`config.mk`:
```
export PLATFORM = sky130hd
export DESIGN_NAME = trimmed_mean_sample_averager_unit
export DESIGN_NICKNAME = d
export VERILOG_FILES = /design/src/tmsa_pkg.sv /design/src/trimmed_mean_sample_averager_unit.sv /design/src/tmsa_divider.sv
export VERILOG_INCLUDE_DIRS = /design/src /design/src/src
export SDC_FILE = /design/constraint.sdc
export NUM_CORES = 1
export LEC_CHECK = 0
export BUFFER_PORTS_ARGS = -buffer_cell sky130_fd_sc_hd__buf_4
export CAP_MARGIN = 20
export CORE_MARGIN = 10
export CORE_UTILIZATION = 60
export CTS_CLUSTER_SIZE = 24
export DETAILED_ROUTE_END_ITERATION = 8
export GPL_TIMING_DRIVEN = 0
export MAX_ROUTING_LAYER = met4
export PLACE_DENSITY = 0.77
export SLEW_MARGIN = 20
export SYNTH_ARGS = -nofsm -noshare
export SYNTH_HDL_FRONTEND = slang
export SYNTH_SLANG_ARGS = --single-unit
```
`constraint.sdc`:
```
create_clock -name clk -period 9.36 [get_ports clk]
set_input_delay 0.468 -clock clk [delete_from_list [all_inputs] [get_ports clk]]
set_output_delay 0.468 -clock clk [all_outputs]
set_load 0.02 [all_outputs]
```
`src/trimmed_mean_sample_averager_unit_defines.svh`:
```
// assertion macros for the trimmed mean sample averager
`ifndef TRIMMED_MEAN_SAMPLE_AVERAGER_UNIT_DEFINES_SVH
`define TRIMMED_MEAN_SAMPLE_AVERAGER_UNIT_DEFINES_SVH

// same-cycle implication, disabled during reset
`define TMSA_ASSERT_SAME(lbl, ante, cons, msg) \
  lbl: assert property (@(posedge clk) disable iff (rst) (ante) |-> (cons)) else $error(msg);

// next-cycle implication, disabled during reset
`define TMSA_ASSERT_NEXT(lbl, ante, cons, msg) \
  lbl: assert property (@(posedge clk) disable iff (rst) (ante) |=> (cons)) else $error(msg);

`endif

```
`src/tmsa_pkg.sv`:
```
// shared constants and types of the trimmed mean sample averager
package tmsa_pkg;

  localparam int SAMPLE_BITS = 10;
  localparam int MAX_SAMPLES = 64;
  localparam int SUM_W       = 16;
  localparam int CNT_W       = $clog2(MAX_SAMPLES + 1);
  localparam int DIVR_W      = $clog2(MAX_SAMPLES);
  localparam int MIN_W       = SAMPLE_BITS + 1;
  localparam int TRIM_W      = MIN_W + 1;
  localparam int SPA_W       = 7;
  localparam int SETTLE_W    = 16;
  localparam int CFG_W       = 16;
  localparam int IDX_W       = 2;
  localparam int DIV_STEPS   = SUM_W;
  localparam int STEP_W      = $clog2(DIV_STEPS + 1);

  localparam logic [SPA_W-1:0]       SPA_RESET       = SPA_W'(52);
  localparam logic [SPA_W-1:0]       SPA_MIN         = SPA_W'(3);
  localparam logic [SPA_W-1:0]       SPA_MAX         = SPA_W'(MAX_SAMPLES);
  localparam logic [MIN_W-1:0]       MIN_START_RESET = MIN_W'(1) << SAMPLE_BITS;
  localparam logic [SAMPLE_BITS-1:0] MAX_START_RESET = '0;
  localparam logic [SETTLE_W-1:0]    SETTLE_RESET    = '0;
  localparam logic [SAMPLE_BITS-1:0] SAMPLE_MASK     = '1;

  typedef enum logic [IDX_W-1:0] {
    REG_SPA,
    REG_MIN_START,
    REG_MAX_START,
    REG_SETTLE
  } cfg_reg_t;

  typedef struct packed {
    logic busy;
    logic done;
  } div_stat_t;

endpackage

```
`src/trimmed_mean_sample_averager_unit.sv`:
```
// trimmed mean sample averager top level
//
// Input channel (in_valid/in_ready) carries one converter sample and the
// sensing_on flag per item. Every input item yields exactly one output item
// (out_valid/out_ready) with the held average and an update flag.
// With sensing off the running block is cleared and the settle countdown is
// reloaded; during settling samples are skipped.
// An item that does not close a block gives its result in the cycle after
// acceptance when the output register is free, so such items stream at one
// per cycle. An item that closes a block runs the trimmed sum through the
// bit-serial divider, one quotient bit per cycle, passing through S_PREP,
// S_DIV and S_OUT before the next item is taken; in_ready stays low
// meanwhile. The output register holds its item until out_ready; while it
// is full a new result waits in a holding state and no further input is
// taken. Configuration is written through cfg_we/cfg_index/cfg_data by
// the user only while the block is idle; the block does not enforce it.
// Synchronous reset restores register defaults, clears the running block,
// the held average and the output register.
`include "trimmed_mean_sample_averager_unit_defines.svh"

module trimmed_mean_sample_averager_unit (
  input  logic                             clk,
  input  logic                             rst,
  input  logic                             in_valid,
  output logic                             in_ready,
  input  logic [tmsa_pkg::SAMPLE_BITS-1:0] sample,
  input  logic                             sensing_on,
  output logic                             out_valid,
  input  logic                             out_ready,
  output logic [tmsa_pkg::SAMPLE_BITS-1:0] average,
  output logic                             average_updated,
  input  logic                             cfg_we,
  input  logic [tmsa_pkg::IDX_W-1:0]       cfg_index,
  input  logic [tmsa_pkg::CFG_W-1:0]       cfg_data
);

  typedef enum logic [1:0] {
    S_IDLE,
    S_PREP,
    S_DIV,
    S_OUT
  } state_t;

  state_t state;

  logic [tmsa_pkg::SPA_W-1:0]       samples_per_average;
  logic [tmsa_pkg::MIN_W-1:0]       min_start;
  logic [tmsa_pkg::SAMPLE_BITS-1:0] max_start;
  logic [tmsa_pkg::SETTLE_W-1:0]    settle_ticks;

  logic [tmsa_pkg::SUM_W-1:0]       running_sum;
  logic [tmsa_pkg::CNT_W-1:0]       samples_taken;
  logic [tmsa_pkg::MIN_W-1:0]       running_min;
  logic [tmsa_pkg::SAMPLE_BITS-1:0] running_max;
  logic [tmsa_pkg::SAMPLE_BITS-1:0] held_average;
  logic [tmsa_pkg::SETTLE_W-1:0]    settle_left;
  logic                             pend_updated;

  logic [tmsa_pkg::SPA_W-1:0]       spa_clamped;
  logic [tmsa_pkg::CNT_W-1:0]       block_n;
  logic                             accept;
  logic                             slot_free;
  logic                             take;
  logic [tmsa_pkg::SUM_W:0]         sum_wide;
  logic [tmsa_pkg::SUM_W-1:0]       sum_next;
  logic [tmsa_pkg::CNT_W-1:0]       cnt_next;
  logic [tmsa_pkg::MIN_W-1:0]       min_next;
  logic [tmsa_pkg::SAMPLE_BITS-1:0] max_next;
  logic                             complete;
  logic [tmsa_pkg::TRIM_W-1:0]      trim;
  logic [tmsa_pkg::SUM_W-1:0]       trim_ext;
  logic [tmsa_pkg::SUM_W-1:0]       diff;
  logic [tmsa_pkg::CNT_W-1:0]       cnt_less2;
  logic [tmsa_pkg::DIVR_W-1:0]      divisor;
  logic                             div_start;
  tmsa_pkg::div_stat_t              div_stat;
  logic [tmsa_pkg::SUM_W-1:0]       quotient;
  logic [tmsa_pkg::SAMPLE_BITS-1:0] q_sat;

  always_comb begin
    if (samples_per_average < tmsa_pkg::SPA_MIN) begin
      spa_clamped = tmsa_pkg::SPA_MIN;
    end else if (samples_per_average > tmsa_pkg::SPA_MAX) begin
      spa_clamped = tmsa_pkg::SPA_MAX;
    end else begin
      spa_clamped = samples_per_average;
    end
  end

  assign block_n   = tmsa_pkg::CNT_W'(spa_clamped);
  assign in_ready  = (state == S_IDLE);
  assign accept    = in_valid && in_ready;
  assign slot_free = !out_valid || out_ready;

  // accumulation of one sample
  assign take     = (settle_left == '0) && (samples_taken < block_n);
  assign sum_wide = {1'b0, running_sum} + (tmsa_pkg::SUM_W+1)'(sample);
  assign sum_next = sum_wide[tmsa_pkg::SUM_W] ? '1 : sum_wide[tmsa_pkg::SUM_W-1:0];
  assign cnt_next = take ? (samples_taken + 1'b1) : samples_taken;
  assign min_next = (tmsa_pkg::MIN_W'(sample) < running_min) ? tmsa_pkg::MIN_W'(sample)
                                                               : running_min;
  assign max_next = (sample > running_max) ? sample : running_max;
  assign complete = cnt_next >= block_n;

  // trimmed difference and divisor
  assign trim      = tmsa_pkg::TRIM_W'(running_min) + tmsa_pkg::TRIM_W'(running_max);
  assign trim_ext  = tmsa_pkg::SUM_W'(trim);
  assign diff      = (running_sum > trim_ext) ? (running_sum - trim_ext) : '0;
  assign cnt_less2 = samples_taken - tmsa_pkg::CNT_W'(2);
  assign divisor   = cnt_less2[tmsa_pkg::DIVR_W-1:0];
  assign div_start = (state == S_PREP);

  assign q_sat = (quotient > tmsa_pkg::SUM_W'(tmsa_pkg::SAMPLE_MASK))
                 ? tmsa_pkg::SAMPLE_MASK : quotient[tmsa_pkg::SAMPLE_BITS-1:0];

  tmsa_divider u_divider (
    .clk      (clk),
    .rst      (rst),
    .start    (div_start),
    .dividend (diff),
    .divisor  (divisor),
    .stat     (div_stat),
    .quotient (quotient)
  );

  always_ff @(posedge clk) begin
    if (rst) begin
      state               <= S_IDLE;
      samples_per_average <= tmsa_pkg::SPA_RESET;
      min_start           <= tmsa_pkg::MIN_START_RESET;
      max_start           <= tmsa_pkg::MAX_START_RESET;
      settle_ticks        <= tmsa_pkg::SETTLE_RESET;
      running_sum         <= '0;
      samples_taken       <= '0;
      running_min         <= tmsa_pkg::MIN_START_RESET;
      running_max         <= '0;
      held_average        <= '0;
      settle_left         <= '0;
      pend_updated        <= 1'b0;
      out_valid           <= 1'b0;
    end else begin
      if (cfg_we) begin
        case (cfg_index)
          tmsa_pkg::REG_SPA:       samples_per_average <= cfg_data[tmsa_pkg::SPA_W-1:0];
          tmsa_pkg::REG_MIN_START: min_start <= cfg_data[tmsa_pkg::MIN_W-1:0];
          tmsa_pkg::REG_MAX_START: max_start <= cfg_data[tmsa_pkg::SAMPLE_BITS-1:0];
          tmsa_pkg::REG_SETTLE:    settle_ticks <= cfg_data[tmsa_pkg::SETTLE_W-1:0];
          default: ;
        endcase
      end

      if (out_valid && out_ready) begin
        out_valid <= 1'b0;
      end

      case (state)
        S_IDLE: begin
          if (accept) begin
            if (!sensing_on) begin
              settle_left   <= settle_ticks;
              running_sum   <= '0;
              samples_taken <= '0;
              running_min   <= min_start;
              running_max   <= max_start;
            end else begin
              if (settle_left != '0) begin
                settle_left <= settle_left - 1'b1;
              end
              if (take) begin
                running_sum   <= sum_next;
                samples_taken <= cnt_next;
                running_min   <= min_next;
                running_max   <= max_next;
              end
            end
            if (sensing_on && complete) begin
              state <= S_PREP;
            end else if (slot_free) begin
              out_valid       <= 1'b1;
              average         <= held_average;
              average_updated <= 1'b0;
            end else begin
              pend_updated <= 1'b0;
              state        <= S_OUT;
            end
          end
        end
        S_PREP: begin
          // divider latches the trimmed difference, block restarts
          running_sum   <= '0;
          samples_taken <= '0;
          running_min   <= min_start;
          running_max   <= max_start;
          state         <= S_DIV;
        end
        S_DIV: begin
          if (div_stat.done) begin
            held_average <= q_sat;
            pend_updated <= 1'b1;
            state        <= S_OUT;
          end
        end
        S_OUT: begin
          if (slot_free) begin
            out_valid       <= 1'b1;
            average         <= held_average;
            average_updated <= pend_updated;
            state           <= S_IDLE;
          end
        end
        default: state <= S_IDLE;
      endcase
    end
  end

  `TMSA_ASSERT_SAME(a_busy_blocks_input, div_stat.busy, !in_ready, "input taken while dividing")
  `TMSA_ASSERT_SAME(a_count_range, 1'b1, samples_taken <= tmsa_pkg::CNT_W'(tmsa_pkg::MAX_SAMPLES), "sample count out of range")
  `TMSA_ASSERT_NEXT(a_done_to_out, div_stat.done, state == S_OUT, "division result not delivered")

endmodule

```
`src/tmsa_divider.sv`:
```
// bit-serial restoring divider, one quotient bit per cycle
module tmsa_divider (
  input  logic                       clk,
  input  logic                       rst,
  input  logic                       start,
  input  logic [tmsa_pkg::SUM_W-1:0]  dividend,
  input  logic [tmsa_pkg::DIVR_W-1:0] divisor,
  output tmsa_pkg::div_stat_t         stat,
  output logic [tmsa_pkg::SUM_W-1:0]  quotient
);

  logic [tmsa_pkg::SUM_W-1:0]  dq;
  logic [tmsa_pkg::DIVR_W:0]   rem;
  logic [tmsa_pkg::DIVR_W-1:0] divisor_r;
  logic [tmsa_pkg::STEP_W-1:0] steps;
  logic                        busy;
  logic                        done;
  logic [tmsa_pkg::DIVR_W:0]   rem_sh;
  logic [tmsa_pkg::DIVR_W:0]   divisor_ext;
  logic                        ge;
  logic [tmsa_pkg::DIVR_W:0]   rem_next;

  assign rem_sh      = {rem[tmsa_pkg::DIVR_W-1:0], dq[tmsa_pkg::SUM_W-1]};
  assign divisor_ext = {1'b0, divisor_r};
  assign ge          = rem_sh >= divisor_ext;
  assign rem_next    = ge ? (rem_sh - divisor_ext) : rem_sh;

  always_ff @(posedge clk) begin
    if (rst) begin
      busy  <= 1'b0;
      done  <= 1'b0;
      steps <= '0;
    end else begin
      done <= 1'b0;
      if (start) begin
        dq        <= dividend;
        rem       <= '0;
        divisor_r <= divisor;
        steps     <= tmsa_pkg::STEP_W'(tmsa_pkg::DIV_STEPS);
        busy      <= 1'b1;
      end else if (busy) begin
        dq    <= {dq[tmsa_pkg::SUM_W-2:0], ge};
        rem   <= rem_next;
        steps <= steps - 1'b1;
        if (steps == tmsa_pkg::STEP_W'(1)) begin
          busy <= 1'b0;
          done <= 1'b1;
        end
      end
    end
  end

  assign stat.busy = busy;
  assign stat.done = done;
  assign quotient  = dq;

endmodule

```
==> results by group, run 1 <==
Outcome
  • Status: completed

Logic synthesis
  • Post-synth ARST share: 0%
  • Seq cells post-synth: 164
  • Synth Instances: 1109
  • Post-Synth XOR/XNOR Area: 3.97%
  • Combinational family with the most area after synthesis: compound AO/OA/AOI/OAI gates
  • Post-synth EDFFs: 39
  • Post-Synth Adder-Cell Area: 11.4%
  • Avg Inst Size Synth: 8.55 um2
  • Ys Warns: 0
  • Simple-gate portion of the synthesized area: 19.4%
  • Ys flop type: dfxtp_1
  • Mapped cell area: 0.00948 mm2
  • Distinct cells, synth: 61
  • Syn Nets: 1227
  • Multiplexer area fraction after synthesis: 2.34%
  • Post-synthesis compound-gate area fraction: 19.7%
  • Sequential-to-total area share from yosys stat: 38.8%

Drt
  • WL/cell: 17.5 um
  • Initial DRC Count: 703
  • # DRC: 0
  • DR vias: 8427
  • Vias per inst: 6.03
  • Total wire length: 24500 um
  • First drt pass iteration count: 5
  • Antenna Nets Post-Route: 0

Clock tree
  • Total CTS buffers: 17
  • H-tree levels: 4
  • CTS Buffer Depth: 2
  • Number of hold buffers added after CTS: 0
  • Clk sinks: 164
  • Clk pin slew, worst setup/hold paths: 70 ps
  • Setup bufs post-CTS: 0
  • Skew-Pair Late Insertion Delay: 430 ps
  • CTS tree: done
  • Clock Tree Root: clkbuf_16
  • PostCTS Resize Cnt: 0

Power
  • Sw frac: 41.1%
  • P_leak: 4.24 nW
  • Clk pwr share: 22.5%
  • Pint: 1.79 mW
  • Flop pwr share: 31.6%
  • Peak VDD IR: 153 uV
  • NetSw: 1.25 mW
  • Logic pwr share: 45.8%
  • Pwr dens: 285 mW/mm2

Layout
  • Final std cells w/o fill: 1398
  • Most frequent cells in the layout: 125 x nor2_1, 125 x dfxtp_1, 115 x a21oi_1
  • Ant diodes: 0
  • Area growth syn-to-layout: 12.6%
  • Fill cells: 1284
  • Post-layout util: 69.7%
  • Area of the multi-input gates: 0.00540 mm2
  • FF/Latch Area: 0.00367 mm2
  • Final #Nets: 1292
  • Layout cells sized above 1: 7.58%

Global routing
  • Tot GR Track Use: 23.3%
  • Initial antenna violation count: 0
  • First-pass GRT wire length: 39600 um
  • Grt ovf: 0
  • Largest net degree at the start of global routing: 17
  • Number of global-route vias before repair: 7791

Place
  • Hpwl dp: 18500 um
  • Dpl cells: 1366
  • Port Buf Inserts: 45
  • Global placement routability congestion: 0.954

Flow run
  • Max Cap Viol: 0

STA
  • Max Clock Skew: 7.06 ps
  • Final hold viol count: 0
  • Fmax: 197 MHz
  • RSZ-0062 raised after global routing: no
  • Slew at the pin with the worst max-slew slack: 947 ps
  • Fin Hold WS: 259 ps
  • Slew HR: 36.9%
  • Tcrit/Tclk final: 54.2%
  • Number of setup violations in the final report: 0
  • Min Tclk post-route: 5070 ps
  • Final TNS setup: 0 ps
  • Final Slew Violations: 0

Setup path
  • Critical Path Source Type: register
  • CP Class: reg -> reg
  • Crit path arrival time: 5130 ps
  • Critical Path RT: 9420 ps
  • Max FO, Critical Path: 10
  • Nature of the critical path endpoint: register

Floorplanning
  • Core area: 0.0153 mm2
  • Initial Util: 61.9%
  • Chip height: 146 um
  • DIE AREA: 0.0212 mm2
  • Ports: 47
  • Rows: 45
  • Die W: 146 um

Worst hold path
  • Min-delay worst type: in -> reg
[worst max-delay path, stage by stage, from the launching register on]
cell       delay (ps)
dfxtp_1           330
nor4_1            420
o21ai_0           210
ha_1              310
nor2_1            110
nor3_1             80
a2111oi_4         660
and2_1            210
buf_2             160
nand3_1           140
xnor2_1           230
ha_1              280
a21o_1            160
nand2_1            60
o211ai_1          110
nor3b_1           220
or3_1             380
nor3_2            620
[layout make-up]
| type | count | share of cell area (%) |
|---|---|---|
| clock inverter | 15 | 1.36 |
| buffer | 53 | 1.89 |
| timing repair buffer | 46 | 3.31 |
| inverter | 57 | 2.00 |
| tap | 211 | 2.47 |
| clock buffer | 17 | 3.99 |
| sequential | 164 | 34.4 |
| multi-input combinational | 835 | 50.6 |
[final timing paths]
path,start,end,slack (ps),depth (start not counted)
max,samples_per_average[2]$_SDFFE_PP1P_,average[6]$_DFFE_PP_,4290,17
min,cfg_data[10],min_start[10]$_SDFFE_PP1P_,260,3
max reg2reg,samples_per_average[2]$_SDFFE_PP1P_,average[6]$_DFFE_PP_,4290,17
min reg2reg,held_average[9]$_SDFFE_PP0P_,average[9]$_DFFE_PP_,430,0
[power by group through the flow]
stage / Sequential [mW] / Clock, mW / Combinational (mW)
detailed placement: 0.975 / 0 / 1.36
floorplan: 0.955 / 0 / 1.03
global route: 0.975 / 0.726 / 1.55
global placement: 0.972 / 0 / 1.33
finish: 0.962 / 0.686 / 1.40
CTS: 0.960 / 0.694 / 1.38
[flip-flops by register name, indices dropped and copies added, names as in the netlist]
signal	cells
average	10
average_updated	1
held_average	10
max_start	10
min_start	11
out_valid	1
pend_updated	1
running_max	10
running_min	11
running_sum	16
samples_per_average	7
samples_taken	7
settle_left	16
settle_ticks	16
state	2
u_divider.busy	1
u_divider.divisor_r	6
u_divider.done	1
u_divider.quotient	16
u_divider.rem	6
u_divider.steps	5
[cells by family after synthesis]
group                      count (synthesis)
muxes                                     22
DFF                                      164
adders and majority gates                 84
buffers and inverters                    110
and+or+nand+nor                          392
xor gates and xnor gates                  43
AOI/OAI and AO/OA                        294
[synthesized netlist by cell type (22+ instances only)]
| master | count | area (um2) |
|---|---|---|
| nor2_1 | 126 | 473 |
| dfxtp_1 | 125 | 2500 |
| a21oi_1 | 115 | 576 |
| nand2_1 | 106 | 398 |
| ha_1 | 80 | 1000 |
| inv_1 | 56 | 210 |
| nor3_1 | 48 | 240 |
| clkbuf_1 | 45 | 169 |
| edfxtp_1 | 39 | 1170 |
| o21ai_0 | 34 | 170 |
| xnor2_1 | 26 | 228 |
| nand3_1 | 24 | 120 |
| a211oi_1 | 22 | 165 |
[routing by layer]
metal  part of all wire (%)  up-vias  GRT usage [%]  routed length [um]
li1                       -     4129              -                   -
met1                     45     3939           30.1               11100
met2                     46      317           36.0               11100
met3                    7.1       42           4.38                1730
met4                    1.9        0           7.63                 475
met5                      0        -              -                   0
[per-stage QoR]
step / power [mW] / worst slack, ps / instance area (um2)
3_3_place_gp: 2.30 / 3970 / 10100
3_5_place_dp: 2.34 / 4370 / 10100
2_1_floorplan: 1.99 / 4750 / 9480
6_report: 3.04 / 4290 / 10700
4_1_cts: 3.03 / 4280 / 10700
5_1_grt: 3.25 / 3880 / 10700
No activity file was read; power rests on OpenSTA's default activity.
==> inputs of run 2 (changes only) <==
Settings changed: CORE_UTILIZATION 60 to 56, PLACE_DENSITY 0.77 to 0.76.
Clock period 9.36 ns to 4.3 ns, I/O delays scaled along.
==> run 2 against run 1 <==
Net effect:
- sequential share of layout area fell by 0.84 points
- design area rose by 2.6%
- worst setup slack got worse by 4200 ps
- clock skew rose by 2.5 ps
- global-route usage fell by 0.83 points
- critical path depth rose by 1
- first-iteration DRC count rose by 8.3%
- register-to-register slack got worse by 4200 ps
- die area rose by 6.2%
- combinational power rose by 130%
- sequential power rose by 120%
==> results by group, run 2 (same netlist as run 1, synthesis figures left out) <==
Clock tree
  • Clk sinks: 164
  • Skew-Pair Late Insertion Delay: 440 ps
  • Clk pin slew, worst setup/hold paths: 70 ps
  • Total CTS buffers: 17
  • CTS Buffer Depth: 2
  • Clock Tree Root: clkbuf_16
  • CTS tree: done
  • H-tree levels: 4

Power
  • Pint: 4.00 mW
  • Flop pwr share: 31.0%
  • Pwr dens: 616 mW/mm2
  • Clk pwr share: 22.2%
  • P_leak: 4.33 nW
  • NetSw: 2.75 mW
  • Logic pwr share: 46.7%
  • Peak VDD IR: 389 uV
  • Sw frac: 40.8%

Setup path
  • Critical Path Source Type: register
  • CP Class: reg -> reg
  • Critical Path RT: 4470 ps
  • Max stage delay on crit path: 410 ps
  • Crit path arrival time: 4380 ps
  • Critical Path, Cell by Cell: nor4_4 -> o21ai_2 -> ha_4 -> nor2_4 -> nor3_2 -> a2111oi_4 -> and2_4 -> buf_6 -> nand3_4 -> xnor2_2 -> ha_1 -> a21o_1 -> nand2_1 -> o211ai_1 -> nor3b_4 -> or3_4 -> nor3_4 -> clkbuf_16
  • Nature of the critical path endpoint: register
  • Worst path slowest cell: or3_4
  • Max FO, Critical Path: 5

Floorplanning
  • Ports: 47
  • Rows: 47
  • Chip height: 150 um
  • Die W: 150 um
  • Core area: 0.0166 mm2
  • Initial Util: 57.2%
  • DIE AREA: 0.0225 mm2

Global routing
  • Grt ovf: 0
  • Largest net degree at the start of global routing: 17
  • Tot GR Track Use: 22.5%
  • Initial antenna violation count: 0
  • First-pass GRT wire length: 39800 um
  • Number of global-route vias before repair: 7867

Drt
  • Max layer used: met4
  • Metal-1 WL: 10900 um
  • DR vias: 8460
  • Initial DRC Count: 761
  • DR WL met3: 1770 um
  • Vias per inst: 5.96
  • Total wire length: 24500 um
  • Detail Route met2 WL: 11300 um
  • First drt pass iteration count: 5
  • Antenna Nets Post-Route: 0
  • WL/cell: 17.3 um
  • # DRC: 0

Outcome
  • Status: completed

Layout
  • Most common cell after layout, fill and taps aside: nor2_1
  • Area of the multi-input gates: 0.00553 mm2
  • Most frequent cells in the layout: 124 x nor2_1, 123 x dfxtp_1, 114 x a21oi_1
  • Final #Nets: 1304
  • Layout cells sized above 1: 9.92%
  • Fill cells: 1387
  • Ant diodes: 0
  • Area growth syn-to-layout: 15.6%
  • Final std cells w/o fill: 1419
  • FF/Latch Area: 0.00368 mm2

STA
  • Slew HR: 41.2%
  • Number of setup violations in the final report: 0
  • Tcrit/Tclk final: 98.0%
  • Min Tclk post-route: 4210 ps
  • Fin Hold WS: 17.0 ps
  • RSZ-0062 raised after global routing: yes
  • Fmax: 237 MHz
  • Max Clock Skew: 9.58 ps
  • Final hold viol count: 0
  • Slew at the pin with the worst max-slew slack: 882 ps
  • Final Slew Violations: 0

Worst hold path
  • Min-delay worst type: in -> reg

Place
  • Global placement routability congestion: 0.949
  • Dpl cells: 1375
  • Port Buf Inserts: 45
  • Hpwl dp: 18600 um

Flow run
  • Max Cap Viol: 0
==> run 2: cell types whose count changed in the layout (fill, tap and decap cells not counted), moves of 2 or more <==
cell / before / now
o21ai_2: 0 / 2
nor3_1: 47 / 45
nor3_4: 0 / 2
dfxtp_1: 125 / 123
buf_4: 45 / 55
o21ai_1: 10 / 8
ha_1: 80 / 78
==> run 2: timing repair <==
item / CTS / global route
endpoints found under the setup margin: 22 / 23
gates cloned: 0 / 1
buffers inserted: 2 / 8
hold buffers: 1 / 0
endpoints found under the hold margin: 1 / 0
gates resized for setup: 4 / 30
pin swaps: 2 / 11
==> run 2: worst max-delay path, delay by kind of cell (launching register included) <==
family	cells	cell delay (ps)
flops	1	360
compound gates	4	810
simple gates	9	1740
xor+xnor	1	170
fa+ha+maj	2	550
buf+inv	2	300
==> run 2: power by group through the flow <==
stage	clock network, mW	logic, mW	registers (mW)
CTS	1.51	3.03	2.09
finish	1.50	3.15	2.10
floorplan	0	2.26	2.08
global route	1.59	3.51	2.12
global placement	0	2.90	2.11
detailed placement	0	2.97	2.12
==> run 2: through the flow <==
stage | power (mW) | setup TNS [ps] | area [um2] | worst slack, ps | utilization (%)
after floorplan | 4.34 | 0 | 9490 | 97.5 | -
after global placement | 5.01 | -5910 | 10100 | -425 | 60.9
after detailed placement | 5.09 | -7660 | 10100 | -551 | 61.0
after CTS | 6.63 | 0 | 10700 | 36.4 | 64.8
after global routing | 7.22 | -361 | 11000 | -56.4 | 66.1
final | 6.75 | 0 | 11000 | 86.7 | 66.1
==> run 2: layer usage <==
layer  global-route usage [%]  vias up
met5                        -        -
met2                     35.2      305
met3                     4.47       39
met1                     28.9     3981
li1                         -     4135
met4                     6.80        0
==> run 2: final timing paths <==
check,startpoint,endpoint,slack (ps),cells past startpoint
max reg2reg,samples_per_average[5]$_SDFFE_PP1P_,average[5]$_DFFE_PP_,90,18
min reg2reg,held_average[2]$_SDFFE_PP0P_,average[2]$_DFFE_PP_,430,0
min,cfg_data[13],settle_ticks[13]$_SDFFE_PP0P_,20,3
max,samples_per_average[5]$_SDFFE_PP1P_,average[5]$_DFFE_PP_,90,18
==> run 2: final cells by class <==
cell class	instances	share of cell area, %
Multi-Input combinational cell	835	50.5
Sequential cell	164	33.6
Timing Repair Buffer	58	4.34
Clock buffer	17	3.88
Tap cell	220	2.51
Inverter	57	1.95
Buffer	53	1.93
Clock inverter	15	1.35
==> inputs of run 3 (changes only) <==
Settings changed: ABC_AREA set to 1.
==> run 3 against run 2 <==
Net effect:
- flip-flop and latch count stayed put
- global-route usage is 0.69 points higher
- design area is 5.2% higher
- via count is 15% higher
- non-clock buffer count is 13 lower
- worst setup slack better by 130 ps
- largest cell class unchanged
- synthesized cell count is 28% higher
- die area is 6.1% higher
- area after synthesis is 7.1% higher
- core utilization is 1.7 points lower
- critical path depth is 3 higher
==> results by group, run 3 <==
Outcome
  • Status: completed

Setup path
  • Nature of the critical path endpoint: register
  • Max stage delay on crit path: 400 ps
  • Crit path arrival time: 4220 ps
  • CP Class: reg -> reg
  • Critical Path, Cell by Cell: nor2_1 -> nand2_1 -> o31ai_4 -> nand2_1 -> ha_1 -> a21oi_1 -> nor2_1 -> a211oi_4 -> nand3_4 -> nand2_1 -> nand2_1 -> inv_1 -> ha_1 -> a21oi_1 -> o21ai_0 -> nand4_1 -> nand3_1 -> nand2_2 -> nand4_1 -> nor2_4 -> buf_12
  • Worst path slowest cell: a211oi_4
  • Max FO, Critical Path: 10
  • Critical Path RT: 4450 ps
  • Critical Path Source Type: register
  • CP most frequent cell: nand2_1

Drt
  • Total wire length: 27800 um
  • Antenna Nets Post-Route: 0
  • Initial DRC Count: 785
  • # DRC: 0
  • DR vias: 9689
  • WL/cell: 16.1 um
  • First drt pass iteration count: 6
  • Vias per inst: 5.59

Global routing
  • Grt ovf: 0
  • Largest net degree at the start of global routing: 24
  • Number of global-route vias before repair: 9099
  • First-pass GRT wire length: 44400 um
  • Initial antenna violation count: 0
  • Tot GR Track Use: 23.2%

Flow run
  • Max Cap Viol: 0

Logic synthesis
  • Sequential-to-total area share from yosys stat: 36.2%
  • Syn Nets: 1539
  • Distinct cells, synth: 49
  • Ys Warns: 0
  • Post-synth EDFFs: 39
  • Synth Instances: 1421
  • Yosys top cell area share: 24.7%
  • Ys flop type: dfxtp_1
  • Synth cell count leaders: 289 x nand2_1, 188 x nor2_1, 177 x inv_1
  • Avg Inst Size Synth: 7.14 um2
  • Mapped cell area: 0.0101 mm2
  • Count leader, synth: nand2_1
  • Post-synth ARST share: 0%
  • Top cells by area, synth: dfxtp_1 25%, edfxtp_1 12%, nand2_1 11%, ha_1 9.9%, nor2_1 7.0%
  • Synth area leader: dfxtp_1
  • Seq cells post-synth: 164

Layout
  • Ant diodes: 0
  • Most common cell after layout, fill and taps aside: nand2_1
  • Fill cells: 1571
  • Layout cells sized above 1: 7.77%
  • Most frequent cells in the layout: 288 x nand2_1, 187 x nor2_1, 177 x inv_1
  • Final #Nets: 1610
  • Area growth syn-to-layout: 13.6%

Clock tree
  • Total CTS buffers: 17
  • CTS Buffer Depth: 2
  • Number of hold buffers added after CTS: 0
  • Clock Tree Root: clkbuf_16
  • Skew-Pair Late Insertion Delay: 430 ps
  • Clk sinks: 164
  • Clk pin slew, worst setup/hold paths: 60 ps
  • CTS tree: done
  • H-tree levels: 4

Power
  • Pwr dens: 621 mW/mm2
  • P_leak: 5.29 nW
  • Pint: 4.17 mW
  • Peak VDD IR: 380 uV
  • NetSw: 2.99 mW
  • Flop pwr share: 29.6%
  • Clk pwr share: 23.4%
  • Logic pwr share: 47.0%
  • Total Power: 7.16 mW
  • Sw frac: 41.8%

STA
  • Setup ws final: 221 ps
  • Final Slew Violations: 0
  • Fmax: 245 MHz
  • Min Tclk post-route: 4080 ps
  • Max Clock Skew: 8.03 ps
  • Tcrit/Tclk final: 94.9%
  • Final TNS setup: 0 ps
  • Slew HR: 34.5%
  • Slew at the pin with the worst max-slew slack: 976 ps
  • Number of setup violations in the final report: 0
  • Final hold viol count: 0

Floorplanning
  • Die W: 155 um
  • Chip height: 155 um
  • Initial Util: 56.7%
  • DIE AREA: 0.0239 mm2
  • Rows: 49
  • Ports: 47
  • Core area: 0.0179 mm2

Place
  • Hpwl dp: 21000 um
  • Dpl ws: -249 ps
  • Port Buf Inserts: 46
  • Global placement routability congestion: 0.947

Worst hold path
  • Min-delay worst type: in -> reg
==> run 3: cell count changes in the layout (fill, tap and decap cells not counted), sizes merged, moves of 15 or more <==
| cell | change |
|---|---|
| o21ai | +86 |
| a211oi | -17 |
| nand4 | +24 |
| nand2 | +187 |
| nor2b | -15 |
| nand3 | +36 |
| nor3 | -30 |
| inv | +119 |
| mux2i | -21 |
| nor2 | +65 |
==> run 3: cell families (layout without fill, tap and decap cells) <==
logic type | after synthesis | after routing | synth area share [%]
AND/OR/NAND/NOR | 600 | 600 | 24.8
AO/OA/AOI/OAI | 302 | 302 | 15.9
buffers and inverters | 228 | 312 | 8.70
flip-flops | 164 | 164 | 36.2
adder cells (fa/ha/maj) | 84 | 84 | 10.7
XOR/XNOR | 43 | 43 | 3.71
==> run 3: cell type report <==
class                           instances  area, um2  area share [%]
Buffer                                 46        199            1.73
Clock buffer                           23        509            4.42
Clock inverter                          9        139            1.20
Inverter                              182        684            5.94
Multi-Input combinational cell       1029       5630            48.9
Sequential cell                       164       3670            31.9
Tap cell                              229        287            2.49
Timing Repair Buffer                   52        403            3.50
==> run 3: repair_timing <==
item                                    CTS  global route
endpoints found under the setup margin   10            11
gates resized for setup                   2             4
setup buffers                             0             6
pin swaps                                 0             4
==> run 3: final timing paths <==
path / start / endpoint / slack [ps] / cells past startpoint
worst min-delay path: cfg_data[10] / min_start[10]$_SDFFE_PP1P_ / 40 / 3
worst min register to register: held_average[1]$_SDFFE_PP0P_ / average[1]$_DFFE_PP_ / 430 / 0
worst max-delay path: samples_per_average[2]$_SDFFE_PP1P_ / average[2]$_DFFE_PP_ / 220 / 21
worst max register to register: samples_per_average[2]$_SDFFE_PP1P_ / average[2]$_DFFE_PP_ / 220 / 21
==> run 3: worst max-delay path, delay by kind of cell, from the launching register on <==
kind | cells | cell delay, ps
buffers and inverters | 2 | 220
adders and majority gates | 2 | 570
DFF | 1 | 330
AOI/OAI and AO/OA | 5 | 1020
and+or+nand+nor | 12 | 1620
==> run 3: power groups by stage <==
stage | combinational [mW] | clock, mW | sequential (mW)
global placement | 3.17 | 0 | 2.14
floorplan | 2.43 | 0 | 2.14
detailed placement | 3.22 | 0 | 2.15
CTS | 3.27 | 1.69 | 2.12
global route | 3.76 | 1.74 | 2.15
finish | 3.36 | 1.68 | 2.12
==> run 3: metal layers <==
layer / part of all wire [%] / GRT usage [%]
met5: 0 / -
met4: 2.1 / 7.33
met3: 5.5 / 3.63
met2: 48 / 38.9
met1: 45 / 27.9
==> run 3: metrics by stage <==
| step | utilization, % | cells | area [um2] | hold WS, ps |
|---|---|---|---|---|
| 2_1_floorplan | - | 1421 | 10100 | 328 |
| 3_3_place_gp | 60.2 | 1696 | 10800 | 413 |
| 3_5_place_dp | 60.3 | 1696 | 10800 | 413 |
| 4_1_cts | 64.0 | 1728 | 11400 | 25.8 |
| 5_1_grt | 64.4 | 1734 | 11500 | 39.8 |
| 6_report | 64.4 | 1734 | 11500 | 38.6 |
